File: config.mk
export PLATFORM = sky130hd
export DESIGN_NAME = dla_ram
export DESIGN_NICKNAME = d
export VERILOG_FILES = /design/src/rtl/assert_macros.svh /design/src/rtl/dla_ram.sv
export SDC_FILE = /design/constraint.sdc
export NUM_CORES = 2
export LEC_CHECK = 0
export BUFFER_PORTS_ARGS = -buffer_cell sky130_fd_sc_hd__buf_2
export CORE_ASPECT_RATIO = 2
export CORE_MARGIN = 1
export CORE_UTILIZATION = 57
export DETAILED_ROUTE_END_ITERATION = 7
export PLACE_DENSITY_LB_ADDON = 0.3
export SYNTH_ARGS = -nofsm -noshare
export SYNTH_HDL_FRONTEND = slang
export SYNTH_SLANG_ARGS = --single-unit
File: constraint.sdc
create_clock -name i_clk -period 2.8 [get_ports i_clk]
set_clock_uncertainty 0.2 [all_clocks]
set_input_delay 0.56 -clock i_clk [delete_from_list [all_inputs] [get_ports i_clk]]
set_output_delay 0.56 -clock i_clk [all_outputs]
set_load 0.02 [all_outputs]
File: src/rtl/assert_macros.svh
// ---------------------------------------------------------------------------
// Assertion macros
// Concurrent check wrappers; they compile to nothing for synthesis.
// ---------------------------------------------------------------------------
`ifndef ASSERT_MACROS_SVH
`define ASSERT_MACROS_SVH

`ifndef SYNTHESIS

// same-cycle implication
`define DLA_ASSERT_IMP(lbl, clk, rst_n, ante, cons) \
    lbl: assert property (@(posedge clk) disable iff (!rst_n) (ante) |-> (cons)) \
        else $error("same-cycle check failed");

// next-cycle implication
`define DLA_ASSERT_NXT(lbl, clk, rst_n, ante, cons) \
    lbl: assert property (@(posedge clk) disable iff (!rst_n) (ante) |=> (cons)) \
        else $error("next-cycle check failed");

`else

`define DLA_ASSERT_IMP(lbl, clk, rst_n, ante, cons)
`define DLA_ASSERT_NXT(lbl, clk, rst_n, ante, cons)

`endif

`endif

File: src/rtl/dla_ram.sv
`timescale 1ns / 1ps
// ---------------------------------------------------------------------------
// DLA generic RAM
// One write port, one read port, read data registered.
// ---------------------------------------------------------------------------
module dla_ram #(
    parameter int WIDTH = 8,
    parameter int DEPTH = 256,
    localparam int AW = (DEPTH > 1) ? $clog2(DEPTH) : 1
) (
    input  logic             i_clk,
    input  logic             i_wr_en,
    input  logic [AW-1:0]    i_wr_addr,
    input  logic [WIDTH-1:0] i_wr_data,
    input  logic             i_rd_en,
    input  logic [AW-1:0]    i_rd_addr,
    output logic [WIDTH-1:0] o_rd_data
);

    logic [WIDTH-1:0] r_mem [DEPTH];
    logic [WIDTH-1:0] r_rd_data;

    always_ff @(posedge i_clk) begin
        if (i_wr_en) begin
            r_mem[i_wr_addr] <= i_wr_data;
        end
        if (i_rd_en) begin
            r_rd_data <= r_mem[i_rd_addr];
        end
    end

    assign o_rd_data = r_rd_data;

endmodule

======== Yosys cells after proc, flatten, opt, wreduce, memory -nomap -nowiden ========
Memory sizes are Yosys's and may differ from the RTL's. A register that Yosys moved wholly into a read port is not among the register bits.
Cells that the tools add are included.
storage, ports and cells
  output and inout bits ................... 8
  input port bits ......................... 27
  bits in registers ....................... 0
  logic and storage cells ................. 3
  RAM bits ................................ 2048
  memories kept ........................... 1
operators by class
  muxes and demuxes ....................... 2
memories
  name   words  bits a word  read ports  clocked after Yosys merged registers in  write ports  RTL line       RTL
  r_mem  256    8            1           1                                        1            dla_ram.sv:20  logic [WIDTH-1:0] r_mem [DEPTH];
operators by type and width
  cell    count
  $mux 1  2

======== Longest topological paths before layout ========
  depth after elaboration ................. 2
  gate-level depth with buffers ........... 11
  mapped depth without buffers ............ 6

======== Worst setup path before layout ========
No wires, ideal clock.
  path type ............................... input to register
  start point ............................. input port i_rd_addr[0]
  end point ............................... register r_rd_data[2], in the netlist o_rd_data[2] (read register of r_mem) (data pin)
  setup slack ............................. -0.036 ns
  required time ........................... 2.331 ns
  cell stages on the path ................. 9
  path buffers ............................ 4
  arrival ................................. 2.367 ns
  library setup time ...................... 0.269 ns
  path through ............................ buf_6 buf_12 buf_8 buf_2 mux4_2 a22oi_1 a21oi_1 nor4_1 nor4_2
RTL lines
  item         RTL line       RTL
  from (decl)  dla_ram.sv:16  input logic [AW-1:0] i_rd_addr,
  to (decl)    dla_ram.sv:21  logic [WIDTH-1:0] r_rd_data;

==> impl_metrics.tcl <==
set metrics [dict create \
    outcome "finished, violations left" \
    violations "negative setup slack" \
    clkSlewWorstSetupHoldPaths_ns 0.07 \
    initial_core_util_pct 57.6 \
    cp_cell_sequence "buf_2 > buf_4 > buf_4 > nand2b_1 > buf_4 > a21oi_1 > nor4_1 > buf_4 > nor4_1" \
    synthCells 3733 \
    synthSimpleGateAreaFrac_pct 2.63 \
    antenna_found_initial 4 \
    yosysWarnings 0 \
    dp.cells 6102 \
    wirelength_um 209000 \
    first_iter_violations 4292 \
    cpMaxStageDelayCell "a21oi_1" \
    synth_fa_ha_area_share_pct 0 \
    finalCritPeriodShare_pct 100 \
    firstDrtPassIters 5 \
    netlist.area_leader.share_pct 77.5 \
    syn_avg_cell_area_um2 21.3 \
    syn_area_um2 79600 \
    worstSetupPathType "in2reg" \
    dp.final_hpwl_um 141000 \
    fin_crit_ns 2.81 \
    slowest_delay_ns 0.93 \
    clockRootBuffer "clkbuf_16" \
    path_delay_family "buffers and inverters" \
    cp-end-kind "flip-flop" \
    drive_above_1_share_pct 32.6 \
    die_x_um 266 \
    cp.depth 9 \
    cp_max_fo 7 \
    syn_nets 3760 \
    min_path_cells 1 \
    cpMostUsedCell "buf_4" \
    synth_xor_area_share_pct 0 \
    place_congestion 0.963 \
    p_leak_nw 30.2 \
    synth_compound_area_share_pct 3.42 \
    tightest_slew_ns 1.21 \
    core.rowCount 193 \
    cts_buffers 171 \
    ys_ff_latch 2056 \
    core_area_um2 138000 \
    gr-total-overflow 0 \
    post_drt_wl_per_cell_um 32.6 \
    grt_max_degree 112 \
    synthDistinctLibCells 54 \
    reg2reg_depth 7 \
    final_cell_mix "2056 x edfxtp_1, 643 x buf_4, 454 x mux4_2" \
    cts_buffer_depth 4 \
    synth_area_leaders "edfxtp_1 78%, mux4_2 13%, mux2i_1 1.7%" \
    final_cell_count_no_fill 6407 \
    critPathBufInv 5 \
    pre_cts_ws_ns -1.47 \
    max_cap_viol_count 0 \
    synth.largest_area_cell "edfxtp_1" \
    crit_path_start_kind "primary input" \
    htreeDepth 4 \
    setup_viol 1 \
    clkSinkCount 2056 \
    area_delta_synth_final_pct 16.6 \
    io_buffers 34 \
    slew_headroom_pct 19.4 \
    insertion_delay_ns 0.84 \
    worst_slack_ns -0.00940 \
    fin_tns_setup_ns -0.00940 \
    synth_top_family_by_area "multiplexers" \
    report.final.slew_viol_count 0 \
    cp.arrival_ns 3.23 \
    vias 41600 \
    yosysSeqAreaShare_pct 77.5 \
    dieArea_um2 141000 \
    peakVddDrop_mv 0.591 \
    grt_pass1_vias 42800 \
    ys.flop_type "edfxtp_1" \
    timing.final.hold_violations 0 \
    max_freq_mhz 356 \
    layout_commonest_cell "edfxtp_1" \
    num-fill-cells 8464 \
    final_nets 4454 \
    synthMuxAreaShare_pct 14.6 \
    ys_async_sr_fraction_pct 0 \
    rsz0062_at_grt "no" \
    global_route.usage.total_pct 30.1 \
    hp-class "in2reg" \
    viasPerCell 6.49 \
    io_pins 35 \
    drc_errors 0 \
    synth_edf_count 2056 \
    cts_tree "done" \
    power_density_nw_per_um2 665 \
    postRouteAntennaNets 0 \
    grt_first_pass_wirelength_um 298000 \
    die_h_um 531 \
    crit_required_ns 3.22 \
]
[registers in the layout, summed over array words and instances (netlist names)]
signal     count
o_rd_data      8
r_mem       2048
[kinds of logic (layout without fill, tap and decap cells)]
| group | Yosys count | in the layout |
|---|---|---|
| compound gates | 385 | 385 |
| mux | 591 | 591 |
| other cells | 0 | 3 |
| flops | 2056 | 2056 |
| simple gates | 466 | 466 |
| buf+inv | 235 | 1054 |
[layer usage]
layer	vias up	routed length, µm	track usage (%)
met3	562	14700	4.42
met5	-	35	0
met4	6	14700	19.1
met1	21800	66000	33.2
li1	17000	-	-
met2	2239	114000	54.1
[what timing repair did]
action,CTS,global route
pin swaps,2,4
setup buffers,0,2
setup endpoints to repair,8,7
hold endpoints to repair,31,0
gates resized for setup,14,12
hold buffers,2,0
[power breakdown]
part           total (mW)  leakage, nW  switching, mW  internal, mW
combinational        3.66         8.98           2.20          1.46
clock                24.1         2.70           10.6          13.5
sequential           33.9         18.5         0.0350          33.9
[metrics by stage]
step                instance area, µm²  util, %  power (mW)  hold WS (ns)
floorplan                        79700        -        36.3         0.459
global placement                 87100     63.0        38.1         0.774
detailed placement               87100     63.0        38.2         0.769
CTS                              92800     67.0        61.9        0.0111
global route                     92800     67.1        63.0        0.0238
finish                           92900     67.1        61.7        0.0198
[synth_stat cells, drive strengths merged (2+ instances only)]
cell type	n
o32ai	5
mux2i	134
edfxtp	2056
a221oi	14
o22ai	28
a211oi	16
o21ai	12
nand3b	2
a2111oi	5
nor2b	31
nand4	10
nand3	34
nor2	282
buf	122
a22oi	133
and3b	2
o22a	5
nand2b	8
mux4	456
a22o	8
o211ai	10
a311oi	2
a31oi	2
nor3	22
nor4	27
clkbuf	111
and2	6
a21oi	96
nand2	33
or2	4
o221ai	47
[path summary, 6_finish.rpt]
path | slack [ns] | startpoint | endpoint
hold reg to reg | 1.03 | r_mem[63][5] | o_rd_data[5]
setup / recovery | -0.009 | i_rd_addr[4] | o_rd_data[1]
hold / removal | 0.02 | i_wr_data[5] | r_mem[225][5]
setup reg to reg | 0.02 | r_mem[129][1] | o_rd_data[1]
[worst register-to-register path, cell delays in order, from the launching register on]
cell and delay (ns):
edfxtp_1 0.37, mux4_1 0.60, mux4_2 0.49, nor2_2 0.12, a2111oi_2 0.07, nor3_2 0.44, buf_4 0.21, nor4_1 0.05
[area by class of cell]
cell class	instances	area [µm²]	area share [%]
Timing Repair Buffer	754	6640	7.16
Clock buffer	207	4480	4.82
Clock inverter	91	1050	1.13
Inverter	2	7.51	0.00809
Multi-Input combinational cell	1442	16600	17.9
Antenna cell	3	7.51	0.00809
Tap cell	1852	2320	2.50
Sequential cell	2056	61700	66.5
(Power assumes the default switching activity.)
